$ cat config.mk
export PLATFORM = sky130hd
export DESIGN_NAME = dap_front_flat
export DESIGN_NICKNAME = d
export VERILOG_FILES = /design/src/dap_pkg.sv /design/src/dap_ifs.sv /design/src/dap_front.sv /design/src/flat_wrapper.sv
export SDC_FILE = /design/constraint.sdc
export NUM_CORES = 1
export LEC_CHECK = 0
export BUFFER_PORTS_ARGS = -buffer_cell sky130_fd_sc_hd__buf_2
export CORE_AREA = 2 2 39 41
export DETAILED_ROUTE_END_ITERATION = 16
export DIE_AREA = 0 0 41 43
export PLACE_DENSITY = 0.36
export SLEW_MARGIN = 20
export SYNTH_ARGS = -nofsm -noshare
export SYNTH_HDL_FRONTEND = slang
export SYNTH_SLANG_ARGS = --single-unit
$ cat constraint.sdc
create_clock -name vclk -period 1.8
set_clock_uncertainty 0.15 [all_clocks]
set_input_delay 0 -clock vclk [all_inputs]
set_output_delay 0 -clock vclk [all_outputs]
set_load 0.05 [all_outputs]
$ cat src/dap_pkg.sv
// ----------------------------------------------------------------------------
// dap_pkg
// Shared types and constants of the decimal amount parser: word widths,
// character codes, token kinds and the scaling power table.
// ----------------------------------------------------------------------------
package dap_pkg;

    // field widths
    localparam int unsigned CH_W              = 8;
    localparam int unsigned FRAC_W            = 5;
    localparam int unsigned AMOUNT_W          = 64;
    localparam int unsigned DIGIT_W           = 4;
    localparam int unsigned ACC_WIDTH_DEFAULT = 64;

    // fraction register reset value
    localparam logic [FRAC_W-1:0] FRAC_RESET = 5'd12;

    // character codes
    localparam logic [CH_W-1:0] CHR_SPACE = 8'h20;
    localparam logic [CH_W-1:0] CHR_TAB   = 8'h09;
    localparam logic [CH_W-1:0] CHR_CR    = 8'h0D;
    localparam logic [CH_W-1:0] CHR_COMMA = 8'h2C;
    localparam logic [CH_W-1:0] CHR_POINT = 8'h2E;
    localparam logic [CH_W-1:0] CHR_ZERO  = 8'h30;
    localparam logic [CH_W-1:0] CHR_NINE  = 8'h39;

    // final scaling: each stage multiplies by up to 10^STEP_DIGITS;
    // 10^MAX_SCALE exceeds a 64-bit accumulator, so larger scales clamp there
    localparam int unsigned       STEP_DIGITS  = 4;
    localparam int unsigned       SCALE_STAGES = 5;
    localparam int unsigned       POW_W        = 14;
    localparam int unsigned       STEP_W       = 3;
    localparam logic [FRAC_W-1:0] MAX_SCALE    = 5'd20;

    // token queue between front and back
    localparam int unsigned QUEUE_DEPTH = 4;
    localparam int unsigned QUEUE_AW    = 2;

    // character classes
    typedef enum logic [2:0] {
        TK_SPACE = 3'd0,
        TK_COMMA = 3'd1,
        TK_POINT = 3'd2,
        TK_DIGIT = 3'd3,
        TK_OTHER = 3'd4,
        TK_END   = 3'd5
    } tok_kind_t;

    typedef struct packed {
        tok_kind_t           kind;
        logic [DIGIT_W-1:0]  digit;
    } token_t;

    // 10^k for one scaling stage
    function automatic logic [POW_W-1:0] pow10_step(input logic [STEP_W-1:0] k);
        logic [POW_W-1:0] p;
        case (k)
            3'd0:    p = 14'd1;
            3'd1:    p = 14'd10;
            3'd2:    p = 14'd100;
            3'd3:    p = 14'd1000;
            3'd4:    p = 14'd10000;
            default: p = 14'd1;
        endcase
        return p;
    endfunction

endpackage

$ cat src/dap_ifs.sv
// ----------------------------------------------------------------------------
// dap_ifs
// Valid/ready channels of the decimal amount parser: character words in,
// result words out.
// ----------------------------------------------------------------------------
interface dap_in_if;
    import dap_pkg::*;

    logic            valid;
    logic            ready;
    logic [CH_W-1:0] ch;
    logic            is_end;

    modport source (output valid, output ch, output is_end, input ready);
    modport sink   (input valid, input ch, input is_end, output ready);
endinterface


$ cat src/dap_front.sv
// ----------------------------------------------------------------------------
// dap_front
// Classifies each incoming character word into a token (space, comma,
// point, digit, other, end) for the token queue.
// ----------------------------------------------------------------------------
module dap_front (
    dap_in_if.sink          chars,
    output logic            tok_valid,
    output dap_pkg::token_t tok,
    input  logic            tok_ready
);
    import dap_pkg::*;

    logic [CH_W-1:0] diff;

    // digit value relative to '0'
    assign diff = chars.ch - CHR_ZERO;

    // character class
    always_comb
    begin
        tok.digit = diff[DIGIT_W-1:0];
        if (chars.is_end)
        begin
            tok.kind = TK_END;
        end
        else if (chars.ch == CHR_SPACE || (chars.ch >= CHR_TAB && chars.ch <= CHR_CR))
        begin
            tok.kind = TK_SPACE;
        end
        else if (chars.ch == CHR_COMMA)
        begin
            tok.kind = TK_COMMA;
        end
        else if (chars.ch == CHR_POINT)
        begin
            tok.kind = TK_POINT;
        end
        else if (chars.ch >= CHR_ZERO && chars.ch <= CHR_NINE)
        begin
            tok.kind = TK_DIGIT;
        end
        else
        begin
            tok.kind = TK_OTHER;
        end
    end

    // handshake straight into the queue
    assign tok_valid   = chars.valid;
    assign chars.ready = tok_ready;

endmodule

$ cat src/flat_wrapper.sv
// flat-port wrapper written by rule: the top's interface ports become plain ports
module dap_front_flat import dap_pkg::*;
  (tok_valid, tok, tok_ready, chars_valid, chars_ch, chars_is_end, chars_ready);
  dap_in_if chars_i ();
  output logic tok_valid;
  output dap_pkg::token_t tok;
  input  logic tok_ready;
  input wire logic [$bits(chars_i.valid)-1:0] chars_valid;
  input wire logic [$bits(chars_i.ch)-1:0] chars_ch;
  input wire logic [$bits(chars_i.is_end)-1:0] chars_is_end;
  output wire logic [$bits(chars_i.ready)-1:0] chars_ready;
  assign chars_i.valid = chars_valid;
  assign chars_i.ch = chars_ch;
  assign chars_i.is_end = chars_is_end;
  assign chars_ready = chars_i.ready;
  dap_front u_core (.chars(chars_i), .tok_valid(tok_valid), .tok(tok), .tok_ready(tok_ready));
endmodule
==> impl_metrics.yaml <==
finish:
  diodes: 0
  nets: 52
  multiInputGateArea_sq_um: 118.9
  seq_cell_count: 0
  ff_latch_area_sq_um: 0
  syn2layout_area_growth_pct: 43.80
  fill_cells: 155
  drive_above_1_share: 0.4103
  n_clock_buffer: 0
  design_area_sq_um: 246.5
synth:
  synth_xor_area_frac: 0
  syn_inst: 27
  synth-seq-area-share: 0
  synth.net_count: 38
  synth-adder-area-share: 0
  synthMuxAreaShare: 0.05839
  syn_area_per_cell_sq_um: 6.349
  synth-simple-area-share: 0.2920
  ys_warn_count: 0
  synth.distinct_cells: 16
  synth_top_family_by_area: "compound AO/OA/AOI/OAI gates"
  synth_compound_area_frac: 0.3431
  mappedNetlistArea_sq_um: 171.4
worst_setup_path:
  crit_path_start: "chars_ch[4]"
  crit_arrival_ns: 0.99
  crit_top_cell: "buf_2"
  cp_max_fo: 6
  cp-start-kind: "input port"
  crit_cells: 6
  cp.required_ns: 1.65
  crit_family: "buffers and inverters"
  crit_end: "tok[4]"
  path_cells: "buf_2 -> and4bb_1 -> a21oi_1 -> o21ai_1 -> a31o_1 -> buf_2"
  worst-setup-path-type: "input port to primary output"
  cp_slowest_cell: "and4bb_1"
  cpPeakStageDelay_ns: 0.29
  end_kind: "primary output"
  crit_buf_inv: 2
cts:
  post-cts-setup-buffers: 0
grt:
  grt_max_degree: 8
  grt_use_total: 0.05894
  grt_pass1_wl_microns: 786
  grt_pass1_vias: 179
  grt-ovfl-total: 0
  antenna_found_initial: 0
hold_path:
  hp-class: "input port to primary output"
timing:
  fin_crit_sh: 0.6352
  min_period_ns: 1.143
  rsz0062_at_grt: "false"
  relSlewSlack: 0.6696
  fin_ws_ns: 0.6566
  drv_slew: 0
  finalSetupViolCount: 0
  max_freq_ghz: 0.8746
  holdWs_ns: 0.1811
  hold_viol_final: 0
  tightest_slew_ns: 0.4940
  tns_ns: 0
route:
  ant_nets: 0
  wl_met3_microns: 28
  drt-initial-drc-count: 6
  top_layer: "met3"
  drt-vias-per-instance: 4.000
  wl_microns: 493
  firstDrtPassIters: 4
  post_drt_wl_per_cell_microns: 8.964
  drc: 0
  met1_length_microns: 221
  dr_wl_met2_microns: 243
  vias: 220
floorplan:
  io_pins: 20
  die_area_sq_mm: 0.001763
  initial_utilization: 0.1239
  fp.dieW_microns: 41
  core_area_sq_mm: 0.001384
  rows: 14
  die_y_microns: 43
placed_design:
  dp_hpwl_microns: 416.2
  port_buffers: 16
  preCtsSetupSlack_ns: 0.6689
  postPlaceCellArea_sq_um: 226.5
  place_congestion: 0.7013
run:
  drv_cap: 0
power:
  leakage_uw: 0.0001216
  power_uw: 78.31
  power_density_mw_per_mm2: 317.7
  ir_drop_v: 0.00007518
status:
  outcome: "finished, final reports clean"
placed cells by master, fill, tap and decap left out, drive strengths merged:
master	count
nor2	4
mux2i	1
dlygate4sd3	2
a22oi	1
buf	16
and4bb	1
a41oi	1
o32ai	1
o21ai	3
a21oi	2
nand2	1
a31o	1
nor3	1
nor2b	1
or2b	1
inv	2
synthesized netlist by cell type:
master,count,area [sq um]
a31o_1,1,8.760
and4bb_1,1,12.51
nor3_1,1,5.000
a41oi_1,1,8.760
o21ai_0,2,10.01
nor2b_1,1,6.260
nor2_1,4,15.01
a22oi_1,1,7.510
a21oi_1,2,10.01
buf_4,6,45.04
mux2i_1,1,10.01
or2b_1,1,7.510
o32ai_1,1,8.760
nand2_1,1,3.750
o21ai_1,1,5.000
inv_1,2,7.510
how the worst min path moves through the flow:
stage                           start     endpoint  cells past startpoint
after floorplan             tok_ready  chars_ready                      1
after global placement      tok_ready  chars_ready                      0
after detailed placement    tok_ready  chars_ready                      0
after CTS                 chars_ch[2]       tok[2]                      2
after global routing      chars_ch[0]       tok[0]                      2
final                     chars_ch[2]       tok[2]                      2
logic make-up after synthesis:
family,count (synthesis)
mux,1
buf+inv,8
compound gates,9
simple gates,9
routing by layer:
layer	vias to the layer above	global-route usage
met4	0	0
met1	93	0.08861
met5	-	0
met2	9	0.09688
li1	118	-
met3	0	0
stage by stage:
step,util,std cells
after global routing,0.1781,55
after detailed placement,0.1637,53
after floorplan,-,27
final,0.1781,55
after CTS,0.1781,55
after global placement,0.1637,53
cell type report:
type,count,area share
Tap cell,16,0.08122
Timing Repair Buffer,18,0.4061
Multi-Input combinational cell,19,0.4822
Inverter,2,0.03046
repair_timing:
| item | in CTS | in global routing |
|---|---|---|
| hold endpoints to repair | 2 | 0 |
| resized for setup | 0 | 0 |
| hold buffers | 2 | 0 |
power breakdown:
part | leakage [uW] | total (uW) | internal, uW | switching, uW
combinational | 0.000122 | 78.3 | 23.9 | 54.5
sequential | 0 | 0 | 0 | 0
clock | 0 | 0 | 0 | 0
total | 0.000122 | 78.3 | 23.9 | 54.5
Note: power is estimated with default switching activity, not from simulation.
