<file path="src/dap_pkg.sv">
// ----------------------------------------------------------------------------
// dap_pkg
// Shared types and constants of the decimal amount parser: word widths,
// character codes, token kinds and the scaling power table.
// ----------------------------------------------------------------------------
package dap_pkg;

    // field widths
    localparam int unsigned CH_W              = 8;
    localparam int unsigned FRAC_W            = 5;
    localparam int unsigned AMOUNT_W          = 64;
    localparam int unsigned DIGIT_W           = 4;
    localparam int unsigned ACC_WIDTH_DEFAULT = 64;

    // fraction register reset value
    localparam logic [FRAC_W-1:0] FRAC_RESET = 5'd12;

    // character codes
    localparam logic [CH_W-1:0] CHR_SPACE = 8'h20;
    localparam logic [CH_W-1:0] CHR_TAB   = 8'h09;
    localparam logic [CH_W-1:0] CHR_CR    = 8'h0D;
    localparam logic [CH_W-1:0] CHR_COMMA = 8'h2C;
    localparam logic [CH_W-1:0] CHR_POINT = 8'h2E;
    localparam logic [CH_W-1:0] CHR_ZERO  = 8'h30;
    localparam logic [CH_W-1:0] CHR_NINE  = 8'h39;

    // final scaling: each stage multiplies by up to 10^STEP_DIGITS;
    // 10^MAX_SCALE exceeds a 64-bit accumulator, so larger scales clamp there
    localparam int unsigned       STEP_DIGITS  = 4;
    localparam int unsigned       SCALE_STAGES = 5;
    localparam int unsigned       POW_W        = 14;
    localparam int unsigned       STEP_W       = 3;
    localparam logic [FRAC_W-1:0] MAX_SCALE    = 5'd20;

    // token queue between front and back
    localparam int unsigned QUEUE_DEPTH = 4;
    localparam int unsigned QUEUE_AW    = 2;

    // character classes
    typedef enum logic [2:0] {
        TK_SPACE = 3'd0,
        TK_COMMA = 3'd1,
        TK_POINT = 3'd2,
        TK_DIGIT = 3'd3,
        TK_OTHER = 3'd4,
        TK_END   = 3'd5
    } tok_kind_t;

    typedef struct packed {
        tok_kind_t           kind;
        logic [DIGIT_W-1:0]  digit;
    } token_t;

    // 10^k for one scaling stage
    function automatic logic [POW_W-1:0] pow10_step(input logic [STEP_W-1:0] k);
        logic [POW_W-1:0] p;
        case (k)
            3'd0:    p = 14'd1;
            3'd1:    p = 14'd10;
            3'd2:    p = 14'd100;
            3'd3:    p = 14'd1000;
            3'd4:    p = 14'd10000;
            default: p = 14'd1;
        endcase
        return p;
    endfunction

endpackage

</file>
<file path="src/dap_queue.sv">
// ----------------------------------------------------------------------------
// dap_queue
// Small token fifo that decouples classification from the parse back end.
// ----------------------------------------------------------------------------
module dap_queue (
    input  logic            clk,
    input  logic            rst_n,
    input  logic            wr_valid,
    input  dap_pkg::token_t wr_tok,
    output logic            wr_ready,
    output logic            rd_valid,
    output dap_pkg::token_t rd_tok,
    input  logic            rd_ready
);
    import dap_pkg::*;

    token_t              mem_reg [QUEUE_DEPTH];
    logic [QUEUE_AW-1:0] wr_ptr_reg;
    logic [QUEUE_AW-1:0] rd_ptr_reg;
    logic [QUEUE_AW:0]   count_reg;
    logic [QUEUE_AW:0]   count_next;
    logic                do_wr;
    logic                do_rd;

    assign wr_ready = (count_reg != (QUEUE_AW+1)'(QUEUE_DEPTH));
    assign rd_valid = (count_reg != '0);
    assign rd_tok   = mem_reg[rd_ptr_reg];
    assign do_wr    = wr_valid && wr_ready;
    assign do_rd    = rd_valid && rd_ready;

    // occupancy
    always_comb
    begin
        count_next = count_reg;
        if (do_wr && !do_rd)
        begin
            count_next = count_reg + 1'b1;
        end
        else if (do_rd && !do_wr)
        begin
            count_next = count_reg - 1'b1;
        end
    end

    // pointers and count
    always_ff @(posedge clk or negedge rst_n)
    begin
        if (!rst_n)
        begin
            wr_ptr_reg <= '0;
            rd_ptr_reg <= '0;
            count_reg  <= '0;
        end
        else
        begin
            count_reg <= count_next;
            if (do_wr)
            begin
                wr_ptr_reg <= wr_ptr_reg + 1'b1;
            end
            if (do_rd)
            begin
                rd_ptr_reg <= rd_ptr_reg + 1'b1;
            end
        end
    end

    // storage
    always_ff @(posedge clk)
    begin
        if (do_wr)
        begin
            mem_reg[wr_ptr_reg] <= wr_tok;
        end
    end

endmodule

</file>
<file path="config.mk">
export PLATFORM = sky130hd
export DESIGN_NAME = dap_queue
export DESIGN_NICKNAME = d
export VERILOG_FILES = /design/src/dap_pkg.sv /design/src/dap_queue.sv
export SDC_FILE = /design/constraint.sdc
export NUM_CORES = 1
export LEC_CHECK = 0
export BUFFER_PORTS_ARGS = -buffer_cell sky130_fd_sc_hd__buf_2
export CORE_MARGIN = 1.5
export CORE_UTILIZATION = 55
export CTS_CLUSTER_DIAMETER = 60
export DETAILED_ROUTE_END_ITERATION = 6
export HOLD_SLACK_MARGIN = 0.08
export PLACE_DENSITY = 0.84
export SKIP_CTS_REPAIR_TIMING = 1
export SLEW_MARGIN = 30
export SYNTH_ARGS = -nofsm -noshare
export SYNTH_HDL_FRONTEND = slang
export SYNTH_SLANG_ARGS = --single-unit
</file>
<file path="constraint.sdc">
create_clock -name clk -period 2.65 [get_ports clk]
set_input_delay 0.53 -clock clk [delete_from_list [all_inputs] [get_ports clk]]
set_output_delay 0.53 -clock clk [all_outputs]
set_load 0.01 [all_outputs]
</file>
==> summary.md, run 1 <==
The run finished with clean final reports. The worst setup path is captured at an output port. The synthesized netlist cell count came out at 72.

The most frequent standard cell in the layout excluding fill and tap cells was edfxtp_1. The number of antenna diodes in the final layout is 0. The final count of negative-setup-slack endpoints was 0. The buffers plus inverters on the worst setup path is 1.

In the final timing run, aggregate negative setup slack is 0 ps. The H-tree was split into 2 levels. The register with the most flip-flops in the layout has 28 of them.

The later pin in the worst-skew pair is clocked with a latency of 340 ps. The final setup skew is 13.6 ps, and the detailed-router iteration count before antenna repair is 4. The number of antenna violations at the first check in global routing is 0. The die footprint came out at 2950 um2.

The power density normalized to cell area came out at 1060 nW/um2. Entering global routing, the biggest net connects 11 pins. Clock-pin slew was measured on the worst setup and hold paths at 100 ps. Pin placement for this block handled 20 I/O pins. After the last flow step, the layout net total stands at 114. At the worst endpoint, the arrival time is 1790 ps. The effective utilization at floorplan came out at 0.585.

The logs give 3360 um for the first-pass GRT wire length and 2480 um2 for the core box area. For the worst hold slack after final layout, the log shows 403 ps. The analysis attributes to cell leakage a power of 0.610 nW.

At the end of routability-driven placement, the weighted congestion stood at 0.655. Synthesis inferred 35 register bits. In this run the worst hold path is classified as in -> reg. Prior to clock tree synthesis, the placed netlist has a worst setup slack of 500 ps.

For the worst setup path, the data required time is 2120 ps. The number of global-route vias before repair is 714. The number of clock buffers added by TritonCTS is 5. The number of failing hold endpoints at the final stage is 0.

From left edge to right edge, the die measures 54.3 um. Setup repair after global routing left no endpoint under its margin. The root buffer selected by CTS was clkbuf_4. The final route contains 690 vias. The fraction of final layout cells with drive strength greater than 1 was 0.388; the number of vias per cell after detailed routing was 5.39. When the netlist entered floorplanning its net count stood at 89. Derived from the worst setup path, the maximum achievable clock frequency is 432 MHz. The clock net in this run drives a total of 35 sinks. Cell area after synthesis: 1450 um2. For flop-to-flop paths, the worst setup slack is 490 ps.

The largest driver fanout on the critical path was 9. After synthesis, the netlist uses 20 different library cells. Worst setup path category: reg -> out. The tools report the combined global-route utilization of all metal layers as 0.181. After floorplanning, the core was divided into 18 placement rows. A synthesized cell averages 20.1 um2. During placement, the flow inserted port buffers numbering 19.

The violation count after the first detailed-routing iteration was 15; the die outline height was 54.3 um. In this run the remaining antenna-violating nets after routing total 0. The longest clock path from root to sink contains 2 buffers. Traced cell by cell, the critical path runs through mux4_2 -> buf_2. Summed over all layers, the global routing overflow is 0. The Yosys step of the flow raised 0 warnings. In the layout the commonest cells are edfxtp_1, buf_2, mux4_2, dfrtp_1. For the core utilization of the finished layout, the log shows 0.656. The wire length reported by the detailed router is 2230 um. Critical path's slowest cell: dfrtp_1.

For the pin with the worst max-slew slack, the measured transition is 562 ps. The run gives 0.625 as the remaining max-slew budget at the tightest pin. After detailed routing, the number of remaining DRC violations is 0.

The synthesis-to-finish area growth is 12.2%. TritonCTS built the clock tree. The time the worst path needs with I/O delays and setup works out to 2320 ps. Element type at the critical path start: a register. The tools report the sequential area share after synthesis as 0.701.

For the detailed-placement wirelength estimate, the log shows 1570 um. The cell family with the largest share of critical-path delay is flip-flops. For this run, the slowest stage of the critical path takes 710 ps.

In the final routed layout, each cell accounts on average for 17.4 um. The logs give 764 uV for the maximum resistive drop on vdd and 0 for the count of final max-slew check failures. The number of max-capacitance violations reported is 0, and the final worst-path setup slack is 334 ps. The share of the clock period used by the worst path was 0.874.
==> metrics by stage <==
stage               instance area, um2  total power, mW  instances
floorplan                         1450             1.29         72
global placement                  1570             1.42        119
detailed placement                1570             1.47        119
CTS                               1620             1.74        127
global route                      1630             1.84        128
finish                            1630             1.71        128
==> cell families (layout without fill, tap and decap cells) <==
| family | Yosys count | after routing | synth area share |
|---|---|---|---|
| buf+inv | 5 | 31 | 0.0190 |
| mux | 9 | 9 | 0.124 |
| flops | 35 | 35 | 0.701 |
| fa+ha+maj | 6 | 6 | 0.0570 |
| compound gates | 1 | 1 | 0.0130 |
| simple gates | 10 | 10 | 0.0492 |
| xor+xnor | 6 | 6 | 0.0363 |
==> routing by layer <==
metal	track usage	wire, um	vias up
met3	0.0929	133	6
li1	-	-	322
met1	0.219	908	346
met5	0	0	-
met4	0.0750	41	0
met2	0.275	1140	16
==> worst register-to-register path: stages, from the launching register on <==
cell and delay (ps):
dfrtp_1 450, or3_4 420, nand2_4 90, ha_1 210, inv_1 70, fa_1 380, xor2_1 170, nor2_1 130
xor2_1 150
==> synthesized netlist by cell type, drive strengths merged <==
| cell | n | share of area |
|---|---|---|
| a21boi | 1 | 0.013 |
| and2 | 4 | 0.017 |
| buf | 1 | 0.0078 |
| clkbuf | 1 | 0.0035 |
| dfrtp | 7 | 0.12 |
| edfxtp | 28 | 0.58 |
| fa | 1 | 0.014 |
| ha | 5 | 0.043 |
| inv | 3 | 0.0078 |
| mux2 | 2 | 0.016 |
| mux4 | 7 | 0.11 |
| nand2 | 2 | 0.010 |
| nand3 | 1 | 0.0069 |
| nor2 | 2 | 0.0069 |
| or3 | 1 | 0.0078 |
| xnor2 | 4 | 0.024 |
| xor2 | 2 | 0.012 |
==> power by group <==
part | switching, mW | internal, mW | total, mW
combinational | 0.262 | 0.300 | 0.562
sequential | 0.136 | 0.747 | 0.884
clock | 0.166 | 0.103 | 0.269
==> final timing paths <==
path | startpoint | endpoint | cells after the start
worst min-delay path | wr_tok[1] | mem_reg[3][1] | 1
worst max-delay path | rd_ptr_reg[0] | rd_tok[1] | 2
max in group asynchronous | rst_n | count_reg[2] | 2
min in group asynchronous | rst_n | count_reg[1] | 2
worst min register to register | wr_ptr_reg[1] | wr_ptr_reg[1] | 1
worst max register to register | count_reg[0] | count_reg[2] | 8
==> cell type report <==
class | instances | area [um2]
inverter | 3 | 11.3
timing repair buffer | 20 | 105
multi-input combinational | 32 | 405
tap | 30 | 37.5
clock inverter | 1 | 5.00
fill | 178 | 852
sequential | 35 | 1020
clock buffer | 7 | 45.0
(Power assumes the default switching activity.)
==> run 2: changes to the inputs <==
REMOVE_ABC_BUFFERS = 1   (was unset)
==> run 2 against run 1 <==
Against the previous run: clock power rose by 33%; sequential share of layout area fell by 0.99 points; hold slack improved by 20 ps; combinational power fell by 2%; cell area rose by 1.6%; largest cell class unchanged; largest power group unchanged; highest routed layer unchanged.
==> summary.md, run 2 (synthesized netlist as in run 1, its figures left out) <==
The flow ran to the end, and the final reports show no timing, DRC or antenna violations. STA classifies the critical path endpoint as an output port. The largest driver fanout on the critical path was 9 (unchanged). The CTS sink count is 35 (unchanged), and the combined global-route utilization of all metal layers is 0.163 (-0.0185).

The effective utilization at floorplan was 0.585 (unchanged); the slew of the pin with the lowest slew margin was 542 ps (-20.1 ps). The wire length reported by the detailed router is 2030 um (-8.9%). The chip width was 54.3 um (unchanged).

The number of antenna violations at the first check in global routing is 0 (unchanged). Remaining max-slew budget at the tightest pin: 0.639 (+0.0134). The clock insertion delay at the later pin of the skew report is 320 ps (-20 ps), and the clock input transition at the sequential cells of the worst setup and hold paths is 100 ps (about the same). The detail-routed net length per standard cell works out to 15.8 um (-8.9%). Core utilization of the finished layout: 0.667 (+0.0106). The total vias in the final route is 684 (-0.87%). Leaving out fill and tap cells, the most frequent cells in the layout are edfxtp_1, buf_2, mux4_2, dfrtp_1. The setup TNS was 0 ps (unchanged); the die outline height was 54.3 um (unchanged).

The total of buffers placed on input and output ports is 19 (unchanged), and the count of antenna diodes in the layout is 0 (unchanged). For the worst-case register-to-register setup slack, the log shows 570 ps (+80 ps). The worst hold path terminates at mem_reg[1][0]. The number of nets still failing antenna checks after routing is 0 (unchanged).

The number of nets in the finished design is 114 (unchanged). The number of vias per cell after detailed routing works out to 5.34 (-0.87%). The share of the clock period used by the worst path came out at 0.854 (-0.0197). The tools report the maximum resistive drop on vdd as 991 uV (+30%). The detailed-route DRC error count was 0 (unchanged); the synthesis-to-finish area growth was 14.0%.

The count of H-tree levels built during CTS was 2 (unchanged); the remaining global-route overflow was 0 (unchanged). The fraction of final layout cells with drive strength greater than 1 was 0.398 (+0.0102); the detailed-placement wirelength estimate was 1450 um (-7.9%). Setup repair after global routing left no endpoint under its margin. The violation count after the first detailed-routing iteration came out at 3 (-12). The setup path with the least slack is of type reg -> out. The number of max-capacitance violations reported came out at 0 (unchanged). The hold path depth is 1 (unchanged), and the core box area is 2480 um2 (unchanged). The number of failing hold endpoints at the final stage is 0 (unchanged), and the number of flip-flops in the largest register is 28 (unchanged). The power density normalized to cell area was 1080 nW/um2 (+2.7%). The run gives 20 (unchanged) as the count of pins on the block boundary. The maximum frequency from static timing analysis was 442 MHz (+2.3%).

TritonCTS built the clock tree. First-pass GRT wire length: 3080 um (-8.4%). The logs give 2 (unchanged) for the maximum root-to-sink buffer count and 7.26 ps (-6.29 ps) for the final setup skew. The reg-to-reg critical path endpoint was count_reg[2]. Type of the worst min-delay path: in -> reg. The run gives 0 (unchanged) as the count of final max-slew check failures. The launching point of the worst reg2reg path is count_reg[1]. Root buffer selected by CTS: clkbuf_4. For the final weighted congestion of routability-driven global placement, the log shows 0.651 (-0.55%). The detailed-router iteration count before antenna repair was 3 (-1).

The worst hold slack after final layout was 423 ps (+19.7 ps); the time the worst path needs with I/O delays and setup was 2260 ps (-52.2 ps). The worst reg-to-reg path cell count came out at 8 (unchanged). The startpoint identified for the worst hold timing path is wr_tok[0].

The number of global-route vias before repair is 667 (-6.6%), and the CTS buffer count is 5 (unchanged). The die footprint is 2950 um2 (unchanged), and the arrival time at the worst endpoint is 1730 ps (-60 ps). The run gives 18 (unchanged) as the count of standard-cell rows. The element type at the critical path start was a register.

Leakage power figure: 0.623 nW (+2.2%). The maximum number of pins on one net before global-route repair is 12 (+1). The final count of negative-setup-slack endpoints was 0 (unchanged).

The library cell used most frequently in the layout, excluding fill and tap cells, is edfxtp_1. The tools report the data required time at the worst endpoint as 2120 ps (about the same).
run 2: report_power, final:
group | internal, mW | switching [mW] | total (mW)
Combinational | 0.298 | 0.252 | 0.550
Sequential | 0.747 | 0.134 | 0.881
Clock | 0.194 | 0.165 | 0.359
run 2: area by class of cell:
| cell class | instances | area, um2 |
|---|---|---|
| clock buffers | 5 | 37.5 |
| flip-flops and latches | 35 | 1020 |
| clock inverters | 3 | 38.8 |
| well taps | 30 | 37.5 |
| multi-input cells | 32 | 405 |
| repair buffers | 20 | 105 |
| inverters | 3 | 11.3 |
| fillers | 183 | 826 |
run 2: metal layers:
layer  vias to the layer above  track usage  wire, um
li1                        320            -         -
met1                       346        0.204       884
met2                        15        0.255      1040
met3                         3       0.0574        80
met4                         0       0.0750        21
met5                         -            0         0
run 2: worst max-delay path by stage:
stage | to | depth (start not counted) | from | slack (ps)
3_5_place_dp | count_reg[2] | 8 | count_reg[0] | 540
2_1_floorplan | count_reg[2] | 8 | count_reg[1] | 670
6_report | rd_tok[6] | 2 | rd_ptr_reg[0] | 390
5_1_grt | rd_tok[1] | 2 | rd_ptr_reg[0] | 220
4_1_cts | rd_tok[6] | 2 | rd_ptr_reg[0] | 320
3_3_place_gp | count_reg[2] | 8 | count_reg[1] | 660
run 2: per-stage QoR:
step           setup slack (ps)  cells  power (mW)  instance area (um2)
2_1_floorplan               668     70        1.27                 1430
3_3_place_gp                660    119        1.42                 1570
3_5_place_dp                545    119        1.46                 1570
4_1_cts                     315    127        1.81                 1640
5_1_grt                     225    128        1.91                 1650
6_report                    387    128        1.79                 1650
run 2: worst max-delay path, stage by stage, from the launching register on:
cell and delay, ps:
dfrtp_1 690, mux4_2 570, buf_2 150
==> run 3: changes to the inputs <==
CELL_PAD_IN_SITES_DETAIL_PLACEMENT = 2   (was unset)
CELL_PAD_IN_SITES_GLOBAL_PLACEMENT = 2   (was unset)
CORE_UTILIZATION = 42   (was 55)
PLACE_DENSITY = 0.81   (was 0.84)
SLEW_MARGIN = 20   (was 30)
==> run 3 against run 2 <==
Against the previous run: highest routed layer unchanged; cell count grew 13%; via count is 0.44% higher; worst setup slack lost 45 ps; clock-buffer cell count rose by 2.
==> summary.md, run 3 (synthesized netlist as in run 1, its figures left out) <==
For the maximum root-to-sink buffer count, the log shows 2 (unchanged). The detail-routed net length per standard cell came out at 18.5 um (+17%). Total of buffers placed on input and output ports: 19 (unchanged). The source of the worst hold timing path was wr_tok[3]. The chip width came out at 61.7 um (+14%). The logs give 144 (+13%) for the final non-filler cell total and 0.608 (-0.0304) for the remaining max-slew budget at the tightest pin.

The logs give 135 (+13%) for the cell count after placement and 35 (unchanged) for the CTS sink count. The met1 track demand over resource was 0.209 (+0.00534). Detailed-placement wirelength estimate: 2000 um (+38%). The core utilization of the finished layout was 0.500 (-0.167). The endpoint identified for the worst register-to-register timing path is count_reg[2]. The time the worst path needs with I/O delays and setup was 2310 ps (+45.1 ps). Count of H-tree levels built during CTS: 2 (unchanged). The tools report the maximum frequency from static timing analysis as 433 MHz (-2.0%).

The library cells used most frequently in the layout, excluding fill and tap cells, are edfxtp_1, buf_2, mux4_2, dfrtp_1. The run finished with clean final reports. Arrival time at the worst endpoint: 1780 ps (+50 ps).

The largest driver fanout on the critical path is 9 (unchanged), and the maximum number of pins on one net before global-route repair is 11 (-1). The detailed-route DRC error count is 0 (unchanged). The slew of the pin with the lowest slew margin came out at 588 ps (+45.6 ps).

The clock input transition at the sequential cells of the worst setup and hold paths works out to 100 ps (about the same). For the count of pins on the block boundary, the log shows 20 (unchanged). The tools report the detailed-router iteration count before antenna repair as 3 (unchanged). For the count of standard-cell rows, the log shows 21 (+3). The die outline height was 61.7 um (+14%); the data required time at the worst endpoint was 2120 ps (about the same). The logs give 687 (+0.44%) for the total vias in the final route and 0 ps (unchanged) for the setup TNS. The share of the clock period used by the worst path came out at 0.871 (+0.0170). Setup repair after global routing left no endpoint under its margin.

In this run the worst hold path is classified as in -> reg. The number of nets still failing antenna checks after routing is 0 (unchanged), and the worst hold slack after final layout is 426 ps (+3.46 ps). Count of antenna diodes in the layout: 0 (unchanged).

Element type at the critical path start: a register. For the effective utilization at floorplan, the log shows 0.438 (-0.147). Number of nets in the finished design: 114 (unchanged). For the CTS buffer count, the log shows 5 (unchanged). The tools report the worst-case hold path end point as mem_reg[0][3].

Number of flip-flops in the largest register: 28 (unchanged). Number of global-route vias before repair: 793 (+19%). The run gives 2670 um (+32%) as the wire length reported by the detailed router.

Fraction of final layout cells with drive strength greater than 1: 0.388 (-0.0102). The worst reg-to-reg path cell count is 8 (unchanged), and the count of final max-slew check failures is 0 (unchanged). The die footprint was 3810 um2 (+29%).

The final weighted congestion of routability-driven global placement is 0.652 (+0.11%), and the power density normalized to cell area is 1060 nW/um2 (-1.9%). The worst setup path is captured at an output port. The critical path starts at rd_ptr_reg[0]. Most frequent standard cell in the layout excluding fill and tap cells: edfxtp_1. The layer flagged by global routing as most heavily used is met2.

From synthesis to final layout, the design area changed by 14.2%. The hold path depth was 1 (unchanged); the final setup skew was 10.1 ps (+2.86 ps). The logs give 510 ps (-60 ps) for the worst-case register-to-register setup slack and 0 (unchanged) for the final count of negative-setup-slack endpoints. For the combined global-route utilization of all metal layers, the log shows 0.162 (-0.000742).

For the met2 track utilization from global routing, the log shows 0.263 (+0.00814). TritonCTS built the clock tree. The clock insertion delay at the later pin of the skew report is 320 ps (about the same), and the number of max-capacitance violations reported is 0 (unchanged). The startpoint identified for the worst register-to-register timing path is count_reg[1]. The worst setup path category is reg -> out. The logs give 397 uV (-60%) for the maximum resistive drop on vdd and 0.0435 (-0.0139) for the global routing usage on met3. The core box area is 3310 um2 (+34%). The leakage power figure came out at 0.614 nW (-1.6%). The tools report the root buffer selected by CTS as clkbuf_4.

The violation count after the first detailed-routing iteration is 25 (+22). The number of vias per cell after detailed routing works out to 4.77 (-11%). The first-pass GRT wire length is 4090 um (+33%), and the number of failing hold endpoints at the final stage is 0 (unchanged).

The remaining global-route overflow is 0 (unchanged), and the number of antenna violations at the first check in global routing is 0 (unchanged).
==> run 3: cell count changes in the layout (fill, tap and decap cells not counted) <==
cell	before	now
bufinv_16	1	0
clkbuf_1	0	1
clkbuf_8	0	1
clkinv_2	1	0
==> run 3: metrics by stage <==
stage | total power, mW | setup WS, ps | area [um2]
finish | 1.76 | 342 | 1650
global route | 1.89 | 205 | 1650
CTS | 1.80 | 285 | 1640
detailed placement | 1.51 | 541 | 1590
global placement | 1.44 | 643 | 1590
floorplan | 1.27 | 668 | 1430
==> run 3: worst max path at each step <==
stage,depth (start not counted),end
3_3_place_gp,8,count_reg[2]
5_1_grt,2,rd_tok[0]
2_1_floorplan,8,count_reg[2]
3_5_place_dp,8,count_reg[2]
6_report,2,rd_tok[2]
4_1_cts,2,rd_tok[0]
==> run 3: worst max-delay path, stage by stage, from the launching register on <==
cell,delay (ps)
dfrtp_1,730
mux4_2,580
buf_2,160
==> run 3: where the power goes <==
part           switching (mW)  internal (mW)  total, mW
clock network           0.163          0.127      0.290
registers               0.144          0.748      0.892
logic                   0.275          0.300      0.575
total                   0.582           1.17       1.76
==> run 3: cell type report <==
cell class | count | area [um2]
Multi-Input combinational cell | 32 | 405
Clock inverter | 1 | 3.75
Clock buffer | 7 | 55.1
Timing Repair Buffer | 20 | 105
Tap cell | 46 | 57.6
Inverter | 3 | 11.3
Sequential cell | 35 | 1020
Fill cell | 324 | 1660
==> run 3: routing by layer <==
metal  wire length, um  share of wire
met1              1150           0.43
met3                57          0.021
met5                 0              0
met2              1440           0.54
met4                15         0.0056
